`src/rtl/core/shp_pkg.sv`:
```
`timescale 1ns / 1ps
// ----------------------------------------------------------------------------
// shp_pkg
// Shared types, codes and widths of the stall homing sequencer.
// ----------------------------------------------------------------------------
package shp_pkg;

  localparam int unsigned POS_BITS   = 32;
  localparam int unsigned WIDE_BITS  = (POS_BITS + 2 > 33) ? POS_BITS + 2 : 33;
  localparam int unsigned LIMIT_BITS = 31;

  localparam logic [2:0] PH_IDLE   = 3'd0;
  localparam logic [2:0] PH_SEEK1  = 3'd1;
  localparam logic [2:0] PH_SEEK2  = 3'd2;
  localparam logic [2:0] PH_CENTER = 3'd3;
  localparam logic [2:0] PH_DONE   = 3'd4;
  localparam logic [2:0] PH_ABORT  = 3'd5;

  localparam logic [1:0] ST_NONE     = 2'd0;
  localparam logic [1:0] ST_DONE     = 2'd1;
  localparam logic [1:0] ST_OVERCUR  = 2'd2;
  localparam logic [1:0] ST_TIMEOUT  = 2'd3;

  localparam logic MODE_START = 1'b0;

  localparam logic [2:0] REG_HOMING_SPEED     = 3'd0;
  localparam logic [2:0] REG_STALL_CURRENT    = 3'd1;
  localparam logic [2:0] REG_SAFE_CURRENT     = 3'd2;
  localparam logic [2:0] REG_LIMIT_MARGIN     = 3'd3;
  localparam logic [2:0] REG_ARRIVE_TOLERANCE = 3'd4;
  localparam logic [2:0] REG_WAIT_TICKS_MAX   = 3'd5;
  localparam logic [2:0] REG_APPLY_SETTINGS   = 3'd6;

  localparam logic [12:0] RST_HOMING_SPEED     = 13'd200;
  localparam logic [14:0] RST_STALL_CURRENT    = 15'd4000;
  localparam logic [14:0] RST_SAFE_CURRENT     = 15'd10000;
  localparam logic [15:0] RST_LIMIT_MARGIN     = 16'd3277;
  localparam logic [15:0] RST_ARRIVE_TOLERANCE = 16'd3277;
  localparam logic [15:0] RST_WAIT_TICKS_MAX   = 16'd1000;
  localparam logic        RST_APPLY_SETTINGS   = 1'b1;

  typedef logic signed [POS_BITS-1:0]  pos_t;
  typedef logic signed [WIDE_BITS-1:0] wide_t;

  typedef struct packed {
    logic [12:0] homing_speed;
    logic [14:0] stall_current;
    logic [14:0] safe_current;
    logic [15:0] limit_margin;
    logic [15:0] arrive_tolerance;
    logic [15:0] wait_ticks_max;
    logic        apply_settings;
  } cfg_t;

  typedef struct packed {
    logic        mode;
    logic [15:0] motor_current;
    logic [31:0] motor_position;
  } item_t;

  typedef struct packed {
    logic [13:0]           velocity_command;
    logic [31:0]           position_command;
    logic                  position_command_valid;
    logic [2:0]            phase;
    logic [1:0]            run_status;
    logic [31:0]           found_zero;
    logic [LIMIT_BITS-1:0] found_limit;
    logic                  apply_homing;
  } result_t;

endpackage

```
`src/rtl/core/stall_homing_sequencer_top.sv`:
```
`timescale 1ns / 1ps
// a beat is held in the input register, its result in the output register
// throughput: one item per cycle, limited only by the output register
// being taken; the input register and the output register form a 2-deep pipe
// reset: asynchronous, active low; phase idle, homing state cleared, config
// registers at their reset values, both channels empty
// ----------------------------------------------------------------------------
// stall_homing_sequencer_top
// Sensorless hard-stop homing sequencer with config port and beat handshake.
// ----------------------------------------------------------------------------
module stall_homing_sequencer_top (
  input  logic        clk_i,
  input  logic        rst_ni,
  input  logic        cfg_valid_i,
  output logic        cfg_ready_o,
  input  logic [2:0]  cfg_index_i,
  input  logic [15:0] cfg_data_i,
  input  logic        in_valid_i,
  output logic        in_ready_o,
  input  logic        mode_i,
  input  logic signed [15:0] motor_current_i,
  input  logic signed [31:0] motor_position_i,
  output logic        out_valid_o,
  input  logic        out_ready_i,
  output logic signed [13:0] velocity_command_o,
  output logic signed [31:0] position_command_o,
  output logic        position_command_valid_o,
  output logic [2:0]  phase_o,
  output logic [1:0]  run_status_o,
  output logic signed [31:0] found_zero_o,
  output logic [30:0] found_limit_o,
  output logic        apply_homing_o
);

  shp_pkg::cfg_t    cfg_q;
  shp_pkg::item_t   in_item_q;
  logic             in_vld_q;
  shp_pkg::result_t res_d, res_q;
  logic             out_vld_q;
  logic             adv, step;

  assign cfg_ready_o = 1'b1;

  always_ff @(posedge clk_i or negedge rst_ni) begin
    if (!rst_ni) begin
      cfg_q.homing_speed     <= shp_pkg::RST_HOMING_SPEED;
      cfg_q.stall_current    <= shp_pkg::RST_STALL_CURRENT;
      cfg_q.safe_current     <= shp_pkg::RST_SAFE_CURRENT;
      cfg_q.limit_margin     <= shp_pkg::RST_LIMIT_MARGIN;
      cfg_q.arrive_tolerance <= shp_pkg::RST_ARRIVE_TOLERANCE;
      cfg_q.wait_ticks_max   <= shp_pkg::RST_WAIT_TICKS_MAX;
      cfg_q.apply_settings   <= shp_pkg::RST_APPLY_SETTINGS;
    end else if (cfg_valid_i) begin
      case (cfg_index_i)
        shp_pkg::REG_HOMING_SPEED:     cfg_q.homing_speed     <= cfg_data_i[12:0];
        shp_pkg::REG_STALL_CURRENT:    cfg_q.stall_current    <= cfg_data_i[14:0];
        shp_pkg::REG_SAFE_CURRENT:     cfg_q.safe_current     <= cfg_data_i[14:0];
        shp_pkg::REG_LIMIT_MARGIN:     cfg_q.limit_margin     <= cfg_data_i;
        shp_pkg::REG_ARRIVE_TOLERANCE: cfg_q.arrive_tolerance <= cfg_data_i;
        shp_pkg::REG_WAIT_TICKS_MAX:   cfg_q.wait_ticks_max   <= cfg_data_i;
        shp_pkg::REG_APPLY_SETTINGS:   cfg_q.apply_settings   <= cfg_data_i[0];
        default: begin
        end
      endcase
    end
  end

  assign adv        = !out_vld_q || out_ready_i;
  assign step       = in_vld_q && adv;
  assign in_ready_o = adv || !in_vld_q;

  always_ff @(posedge clk_i or negedge rst_ni) begin
    if (!rst_ni) begin
      in_vld_q  <= 1'b0;
      out_vld_q <= 1'b0;
    end else begin
      if (in_ready_o) begin
        in_vld_q <= in_valid_i;
      end
      if (adv) begin
        out_vld_q <= in_vld_q;
      end
    end
  end

  always_ff @(posedge clk_i) begin
    if (in_valid_i && in_ready_o) begin
      in_item_q.mode           <= mode_i;
      in_item_q.motor_current  <= motor_current_i;
      in_item_q.motor_position <= motor_position_i;
    end
    if (step) begin
      res_q <= res_d;
    end
  end

  shp_core u_core (
    .clk_i    (clk_i),
    .rst_ni   (rst_ni),
    .step_i   (step),
    .item_i   (in_item_q),
    .cfg_i    (cfg_q),
    .result_o (res_d)
  );

  assign out_valid_o              = out_vld_q;
  assign velocity_command_o       = res_q.velocity_command;
  assign position_command_o       = res_q.position_command;
  assign position_command_valid_o = res_q.position_command_valid;
  assign phase_o                  = res_q.phase;
  assign run_status_o             = res_q.run_status;
  assign found_zero_o             = res_q.found_zero;
  assign found_limit_o            = res_q.found_limit;
  assign apply_homing_o           = res_q.apply_homing;

endmodule

```
`src/rtl/core/shp_core.sv`:
```
`timescale 1ns / 1ps
// ----------------------------------------------------------------------------
// shp_core
// Homing state and the single-pass step logic for one beat.
// ----------------------------------------------------------------------------
module shp_core (
  input  logic             clk_i,
  input  logic             rst_ni,
  input  logic             step_i,
  input  shp_pkg::item_t   item_i,
  input  shp_pkg::cfg_t    cfg_i,
  output shp_pkg::result_t result_o
);

  logic [2:0]                     phase_q, phase_d;
  shp_pkg::pos_t                  first_q, first_d;
  logic                           first_vld_q, first_vld_d;
  shp_pkg::pos_t                  centre_q, centre_d;
  logic [shp_pkg::LIMIT_BITS-1:0] limit_q, limit_d;
  logic                           reversed_q, reversed_d;
  logic [15:0]                    wait_q, wait_d;
  logic [1:0]                     status_q, status_d;
  logic                           applied_q, applied_d;

  logic [15:0]    cur_mag;
  shp_pkg::pos_t  pos;
  shp_pkg::wide_t sum, half, half_abs, half_m, err, err_abs;
  shp_pkg::pos_t  mid;
  logic [shp_pkg::LIMIT_BITS-1:0] half_sat;
  logic [15:0]    wait_inc;
  logic           pulse;
  logic [13:0]    spd;

  always_comb begin
    cur_mag  = item_i.motor_current[15] ? (~item_i.motor_current + 16'd1)
                                        : item_i.motor_current;
    pos      = shp_pkg::POS_BITS'($signed(item_i.motor_position));

    // stop pair: floor midpoint and half span less margin
    sum      = shp_pkg::WIDE_BITS'(first_q) + shp_pkg::WIDE_BITS'(pos);
    mid      = shp_pkg::POS_BITS'(sum >>> 1);
    half     = shp_pkg::WIDE_BITS'(first_q) - shp_pkg::WIDE_BITS'(mid);
    half_abs = half[shp_pkg::WIDE_BITS-1] ? -half : half;
    half_m   = half_abs - $signed({{(shp_pkg::WIDE_BITS-16){1'b0}}, cfg_i.limit_margin});
    if (half_m[shp_pkg::WIDE_BITS-1]) begin
      half_sat = '0;
    end else if (|half_m[shp_pkg::WIDE_BITS-2:shp_pkg::LIMIT_BITS]) begin
      half_sat = '1;
    end else begin
      half_sat = half_m[shp_pkg::LIMIT_BITS-1:0];
    end

    err      = shp_pkg::WIDE_BITS'(pos) - shp_pkg::WIDE_BITS'(centre_q);
    err_abs  = err[shp_pkg::WIDE_BITS-1] ? -err : err;
    wait_inc = (wait_q != 16'hFFFF) ? wait_q + 16'd1 : wait_q;

    phase_d     = phase_q;
    first_d     = first_q;
    first_vld_d = first_vld_q;
    centre_d    = centre_q;
    limit_d     = limit_q;
    reversed_d  = reversed_q;
    wait_d      = wait_q;
    status_d    = status_q;
    applied_d   = applied_q;
    pulse       = 1'b0;

    if (item_i.mode == shp_pkg::MODE_START) begin
      phase_d     = shp_pkg::PH_SEEK1;
      first_d     = '0;
      first_vld_d = 1'b0;
      centre_d    = '0;
      limit_d     = '0;
      reversed_d  = 1'b0;
      wait_d      = '0;
      status_d    = shp_pkg::ST_NONE;
      applied_d   = 1'b0;
    end else if (phase_q == shp_pkg::PH_SEEK1 || phase_q == shp_pkg::PH_SEEK2) begin
      if (cur_mag > {1'b0, cfg_i.safe_current}) begin
        phase_d  = shp_pkg::PH_ABORT;
        status_d = shp_pkg::ST_OVERCUR;
      end else if (cur_mag >= {1'b0, cfg_i.stall_current}) begin
        if (!first_vld_q) begin
          first_d     = pos;
          first_vld_d = 1'b1;
          reversed_d  = 1'b1;
          phase_d     = shp_pkg::PH_SEEK2;
        end else begin
          centre_d = mid;
          limit_d  = half_sat;
          wait_d   = '0;
          phase_d  = shp_pkg::PH_CENTER;
        end
      end
    end else if (phase_q == shp_pkg::PH_CENTER) begin
      if (err_abs <= shp_pkg::WIDE_BITS'(cfg_i.arrive_tolerance)) begin
        phase_d   = shp_pkg::PH_DONE;
        status_d  = shp_pkg::ST_DONE;
        applied_d = cfg_i.apply_settings;
        pulse     = cfg_i.apply_settings;
      end else begin
        wait_d = wait_inc;
        if (wait_inc >= cfg_i.wait_ticks_max) begin
          phase_d   = shp_pkg::PH_DONE;
          status_d  = shp_pkg::ST_TIMEOUT;
          applied_d = cfg_i.apply_settings;
          pulse     = cfg_i.apply_settings;
        end
      end
    end

    spd = {1'b0, cfg_i.homing_speed};
    result_o = '0;
    if (phase_d == shp_pkg::PH_SEEK1 || phase_d == shp_pkg::PH_SEEK2) begin
      result_o.velocity_command = reversed_d ? (~spd + 14'd1) : spd;
    end
    if (phase_d == shp_pkg::PH_CENTER) begin
      result_o.position_command       = 32'($signed(centre_d));
      result_o.position_command_valid = 1'b1;
    end else if (phase_d == shp_pkg::PH_DONE) begin
      result_o.position_command       = applied_d ? 32'd0 : 32'($signed(centre_d));
      result_o.position_command_valid = 1'b1;
    end
    result_o.phase        = phase_d;
    result_o.run_status   = status_d;
    result_o.found_zero   = 32'($signed(centre_d));
    result_o.found_limit  = limit_d;
    result_o.apply_homing = pulse;
  end

  always_ff @(posedge clk_i or negedge rst_ni) begin
    if (!rst_ni) begin
      phase_q     <= shp_pkg::PH_IDLE;
      first_q     <= '0;
      first_vld_q <= 1'b0;
      centre_q    <= '0;
      limit_q     <= '0;
      reversed_q  <= 1'b0;
      wait_q      <= '0;
      status_q    <= shp_pkg::ST_NONE;
      applied_q   <= 1'b0;
    end else if (step_i) begin
      phase_q     <= phase_d;
      first_q     <= first_d;
      first_vld_q <= first_vld_d;
      centre_q    <= centre_d;
      limit_q     <= limit_d;
      reversed_q  <= reversed_d;
      wait_q      <= wait_d;
      status_q    <= status_d;
      applied_q   <= applied_d;
    end
  end

endmodule

```
`config.mk`:
```
export PLATFORM = sky130hd
export DESIGN_NAME = stall_homing_sequencer_top
export DESIGN_NICKNAME = d
export VERILOG_FILES = /design/src/rtl/core/shp_pkg.sv /design/src/rtl/core/stall_homing_sequencer_top.sv /design/src/rtl/core/shp_core.sv
export SDC_FILE = /design/constraint.sdc
export NUM_CORES = 1
export LEC_CHECK = 0
export ABC_CLOCK_PERIOD_IN_PS = 27900
export BUFFER_PORTS_ARGS = -buffer_cell sky130_fd_sc_hd__buf_4
export CAP_MARGIN = 15
export CORE_ASPECT_RATIO = 0.5
export CORE_UTILIZATION = 65
export DETAILED_ROUTE_END_ITERATION = 8
export GPL_ROUTABILITY_DRIVEN = 0
export PLACE_DENSITY = 0.85
export SLEW_MARGIN = 40
export SYNTH_ARGS = -nofsm -noshare
export SYNTH_HDL_FRONTEND = slang
export SYNTH_SLANG_ARGS = --single-unit
```
`constraint.sdc`:
```
create_clock -name clk_i -period 27.9 [get_ports clk_i]
set_input_delay 2.79 -clock clk_i [delete_from_list [all_inputs] [get_ports clk_i]]
set_output_delay 2.79 -clock clk_i [all_outputs]
set_load 0.03 [all_outputs]
```
# [Word level (Yosys, flattened, before mapping)]
# Cells that the tools add are included.
# W data, S select, Z words.
[word_totals] register_bits=378 in_bits=73 out_inout_bits=119 elab_cells=154
[op_classes] add_sub_neg=9 n_lt_le_gt_ge=4 n_eq_ne=23 n_mux=62 bitwise_logic=4 n_reduce_logical=22
[op_table] op="$mux W32" n=11
[op_table] op="$mux W31" n=7
[op_table] op="$mux W16" n=9
[op_table] op="$mux W34" n=2
[op_table] op="$neg A34 Y34" n=2
[op_table] op="$mux W33" n=2
[op_table] op="$sub A32 B32 Y33" n=2
[op_table] op="$le A34 B16 Y1" n=1
[op_table] op="$sub A34 B17 Y34" n=1
[op_table] op="$add A32 B32 Y33" n=1
[op_table] op="$add A16 B1 Y16 const B" n=2
[op_table] op="$mux W3" n=7
[op_table] op="$eq A3 B2 Y1 const B" n=6
[op_table] op="$mux W1" n=17
[op_table] op="$ge A16 B15 Y1" n=1
[op_table] op="$ge A16 B16 Y1" n=1
[op_table] op="$gt A16 B15 Y1" n=1
[op_table] op="$ne A16 B16 Y1 const B" n=1
[op_table] op="$not A16 Y16" n=1
[op_table] op="$reduce_and A2 Y1" n=8
[op_table] op="$add A14 B1 Y14 const B" n=1
[op_table] op="$not A13 Y14" n=1
[op_table] op="$mux W13" n=1
[op_table] op="$eq A3 B3 Y1 const B" n=4
[op_table] op="other kinds (17)" n=34

# [Depth between registers and ports, before layout]
[logic_depth] word_depth=13 ltp_mapped=45 depth_no_buf=41

# [Hierarchy]
# A second synthesis with hierarchy kept.
[hier_totals] cells_unflattened=2786 hier_area_um2=26578.0
[by_module_without_submodules] mod="shp_core" instances=1 cells_per_inst=2411 area_each_um2=17860.9 seq_area_each_um2=2977.9
[by_module_without_submodules] mod="stall_homing_sequencer_top" instances=1 cells_per_inst=375 area_each_um2=8717.1 seq_area_each_um2=7350.8

# [Worst setup path before layout]
# No wires, ideal clock.
[synth_path] path_kind="reg2reg" start="register in_item_q[2] (netlist bit)" end="register res_q, in the netlist found_limit_o[12], data pin" setup_ps=272 arrival_ps=8950 required_time_ps=27628 path_slack_ps=18679 stages_incl_launch_ff=43 path_buffers=4 synth_period_minus_slack_ps=9221 path_cell_list="edfxtp_1 > ha_1 > nor2b_1 > o31ai_1 > a21oi_1 > a211oi_1 > o31ai_1 > a41oi_1 > o21ai_0 > a2111oi_0 > nor3_1 > a21oi_1 > o21bai_1 > a21oi_1 > xnor2_1 > inv_1 > ha_1 > nand2_1 > [7 not listed] > o21a_1 > ha_1 > nor2b_1 > o21ai_0 > a21oi_1 > o41ai_1 > o21ai_0 > o21a_1 > o21ai_0 > a31oi_1 > or4_1 > nor3_2 > and3b_1 > a211o_1 > nand2b_1 > buf_4 > buf_4 > o211ai_1"
[synth_lines] element="start, declared" line_no="stall_homing_sequencer_top.sv:36" text="shp_pkg::item_t in_item_q;"
[synth_lines] element="end signal, assigned" line_no="stall_homing_sequencer_top.sv:93" text="res_q <= res_d;"
[synth_lines] element="end, declared" line_no="stall_homing_sequencer_top.sv:38" text="shp_pkg::result_t res_d, res_q;"

==> metrics.log <==
INFO  metric detail_route.first_pass.iterations = 9
INFO  metric worst-setup-path-type = flip-flop to flip-flop
INFO  metric worst-path-buf-inv = 1
INFO  metric final_cell_mix = 387 x nand2_1, 209 x buf_4, 199 x o21ai_0
INFO  metric n_antenna_cell = 0
INFO  metric total_count_of_max_transition_violations_in_the_final_report = 0
INFO  metric critical_path.endpoint = found_limit_o[0]
INFO  metric gr-usage-all-layers = around 34%
INFO  metric worst_hold_class = flip-flop to flip-flop
INFO  metric synth.avg_cell_area = 9.19 um2
INFO  metric clkTransAtPathRegs = about 0.070 ns
INFO  metric ys_warn_count = 0
INFO  metric dr.first_iter.drc_count = approximately 2200
INFO  metric kind_of_end_point_of_the_critical_path = flip-flop
INFO  metric finalCriticalPeriod = about 11 ns
INFO  metric clock-root-buffer = clkbuf_16
INFO  metric post_cts.resized_instances = 0
INFO  metric numCtsBuffers = 35
INFO  metric totalNegativeSetupSlack = 0 ns
INFO  metric grt_pass1_wl = approximately 110 mm
INFO  metric core_region_area = a little under 40000 um2
INFO  metric clock_latency_of_the_later_clocked_register_in_the_worst_skew_pair = around 0.55 ns
INFO  metric cell_family_with_the_largest_share_of_critical_path_delay = compound AO/OA/AOI/OAI gates
INFO  metric top_area_cell_type_share_of_the_netlist_area = 19.3%
INFO  metric layout_commonest_cell = nand2_1
INFO  metric final_core_util = about three quarters
INFO  metric drt-wirelength-per-cell = 20.1 um
INFO  metric initial_antenna_violation_count = 0
INFO  metric dieWidth = between 200 and 300 um
INFO  metric static-leakage-power = between 0.01 and 0.015 uW
INFO  metric ctsHoldBuffers = 0
INFO  metric tritoncts_clock_tree = yes
INFO  metric floorplan.initialDensity = 65.9%
INFO  metric final-setup-viol-count = 0
INFO  metric global_route.overflow_total = 0
INFO  metric power-per-cell-area = 102 nW/um2
INFO  metric cts_max_path_buffers = 3
INFO  metric reg2reg_depth = 36
INFO  metric grt_max_degree = 88
INFO  metric yosys.cell_types.count = between 100 and 150
INFO  metric worst-r2r-setup-slack = between 15 and 20 ns
INFO  metric num_rows = between 50 and 60
INFO  metric asyncSetResetFlopFracSynth = 56.3%
INFO  metric max_cap_viol_count = 0
INFO  metric status = finished, violations left
INFO  metric critical-path-max-stage-delay = between 0.6 and 0.7 ns
INFO  metric final_net_count = between 3000 and 4000
INFO  metric violations = design-rule violations
INFO  metric dp_hpwl = 51.7 mm
INFO  metric worst_path_max_delay_cell = o31ai_1
INFO  metric route.detailed.drc = 2
INFO  metric reg2reg_from = in_item_q[2]
INFO  metric ios = roughly 190
INFO  metric grt_setup_unrepaired = false
INFO  metric post_synth_main_area_contributors = edfxtp_1 19%, dfrtp_1 17%, ha_1 8.7%, nand2_1 5.7%, o21ai_0 3.9%
INFO  metric timing.critical_path.depth = 36
INFO  metric yosys_top_cell_by_area = edfxtp_1
INFO  metric viasPerCell = around 6.4
INFO  metric synth_edf_count = 165
INFO  metric max_slew_margin = between 40 and 50%
INFO  metric synth.cell_area = between 20000 and 30000 um2
INFO  metric crit_top_cell = o21ai_0
INFO  metric crit-reg2reg-capture = found_limit_o[0]
INFO  metric timing.critical_path.from = in_item_q[2]
INFO  metric final.period_utilization = approximately two fifths
INFO  metric fmax = 87.7 MHz
INFO  metric fin_worst_skew = between 0.02 and 0.03 ns
INFO  metric buffer_ports.inserted = between 150 and 200
INFO  metric worstSetupStartpointType = flip-flop
INFO  metric area_growth = 12.1%
INFO  metric postSynth.topFlopCell = dfrtp_1
INFO  metric routed-via-count = 22397
INFO  metric cts_num_sinks = between 300 and 400
INFO  metric synth_sequential_area_ratio = around two fifths
INFO  metric die-area = 40300 um2
INFO  metric first_global_vias = ~21000
INFO  metric cts_post_setup_buffers_inserted = 0
INFO  metric timing.final.hold_violations = 0
INFO  metric final_antenna_net_count = 0
INFO  metric chipHeight = between 100 and 150 um
INFO  metric crit_fanout = 32
INFO  metric required = approximately 28 ns
INFO  metric peakVddDrop = about 0.000096 V
INFO  metric cts_max_level = 2
INFO  metric cp_data_arrival_time = 11.66 ns
INFO  metric tightest_slew = 0.807 ns
INFO  metric register_bit_count_reported_by_yosys = about 380
INFO  metric mapped_cells = between 2000 and 3000
INFO  metric final_layout_size_suffix_gt1_share = between 10% and 20%
INFO  metric synth_nets = 3049
INFO  metric routed_wirelength = around 70 mm
-- cells by family after synthesis --
kind of cell / Yosys count / share of synthesized area (%)
and+or+nand+nor: 898 / 16.8
xor gates and xnor gates: 178 / 6.07
adders and majority gates: 182 / 8.99
other: 1 / 0.0146
AOI/OAI and AO/OA: 785 / 20.0
DFF: 378 / 40.2
muxes: 76 / 3.30
buffers and inverters: 296 / 4.57
-- per-stage QoR --
stage,area (um2),hold WS [ns],power (uW),instances,setup slack (ns)
floorplan,25700,0.446,1920,2794,18.68
global placement,27500,0.463,2320,3419,16.69
detailed placement,27600,0.472,2370,3423,16.94
CTS,28800,0.487,2890,3486,16.78
global route,28800,0.518,3100,3487,15.88
finish,28800,0.492,2930,3487,16.50
-- final cells by class --
type                       count  area (um2)
inverter                     180         681
sequential                   378       10300
clock buffer                  45         953
multi-input combinational   2120       14300
timing repair buffer         216        1670
fill                        2759       10100
clock inverter                18         236
tap                          530         663
-- power breakdown --
group	leakage, uW	switching [uW]	total [uW]	internal [uW]
Combinational	0.00726	1080	1690	612
Clock	0.000577	220	510	290
Sequential	0.00435	52.5	727	674
-- cells in the mapped netlist (all sizes together) (30+ instances only) --
| master | n |
|---|---|
| nand2 | 390 |
| o21ai | 209 |
| a21oi | 208 |
| inv | 179 |
| dfrtp | 178 |
| ha | 178 |
| edfxtp | 165 |
| nor2 | 154 |
| xnor2 | 110 |
| clkbuf | 85 |
| xor2 | 68 |
| o211ai | 67 |
| mux2 | 66 |
| nor3 | 59 |
| a21o | 54 |
| nand3 | 50 |
| dfstp | 35 |
| nand2b | 35 |
| nor2b | 32 |
| o31ai | 32 |
| buf | 31 |
| nand4 | 30 |
-- metal layers --
| metal | share of wire (%) | global-route usage (%) | wire (um) |
|---|---|---|---|
| met3 | 9.3 | 6.67 | 6560 |
| met4 | 2.9 | 10.5 | 2020 |
| met5 | 0 | 0 | 0 |
| met2 | 44 | 54.1 | 31200 |
| met1 | 43 | 47.6 | 30400 |
-- worst min-delay path by stage --
| stage | from | endpoint | slack [ns] | depth (start not counted) |
|---|---|---|---|---|
| after floorplan | u_core.status_q[1] | u_core.status_q[1] | 0.45 | 2 |
| after global placement | u_core.limit_q[20] | u_core.limit_q[20] | 0.46 | 2 |
| after detailed placement | u_core.status_q[1] | u_core.status_q[1] | 0.47 | 2 |
| after CTS | u_core.status_q[1] | u_core.status_q[1] | 0.49 | 2 |
| after global routing | u_core.centre_q[28] | u_core.centre_q[28] | 0.52 | 2 |
| final | u_core.limit_q[28] | u_core.limit_q[28] | 0.49 | 2 |
-- worst register-to-register path, delay by kind of cell, from the launching register on --
kind | cells | cell delay, ns
compound gates | 25 | 7.20
xor+xnor | 1 | 0.16
fa+ha+maj | 3 | 1.08
buf+inv | 1 | 0.12
flops | 1 | 0.43
simple gates | 6 | 2.13
-- flip-flops by register name, indices dropped and copies added (netlist names), 2 cells and up --
signal / cells
u_core.wait_q: 16
position_command_o: 32
run_status_o: 2
phase_o: 3
cfg_q: 92
found_limit_o: 31
in_item_q: 49
velocity_command_o: 14
u_core.phase_q: 3
u_core.centre_q: 32
u_core.status_q: 2
found_zero_o: 32
u_core.limit_q: 31
u_core.first_q: 32
No activity file was read; power rests on OpenSTA's default activity.
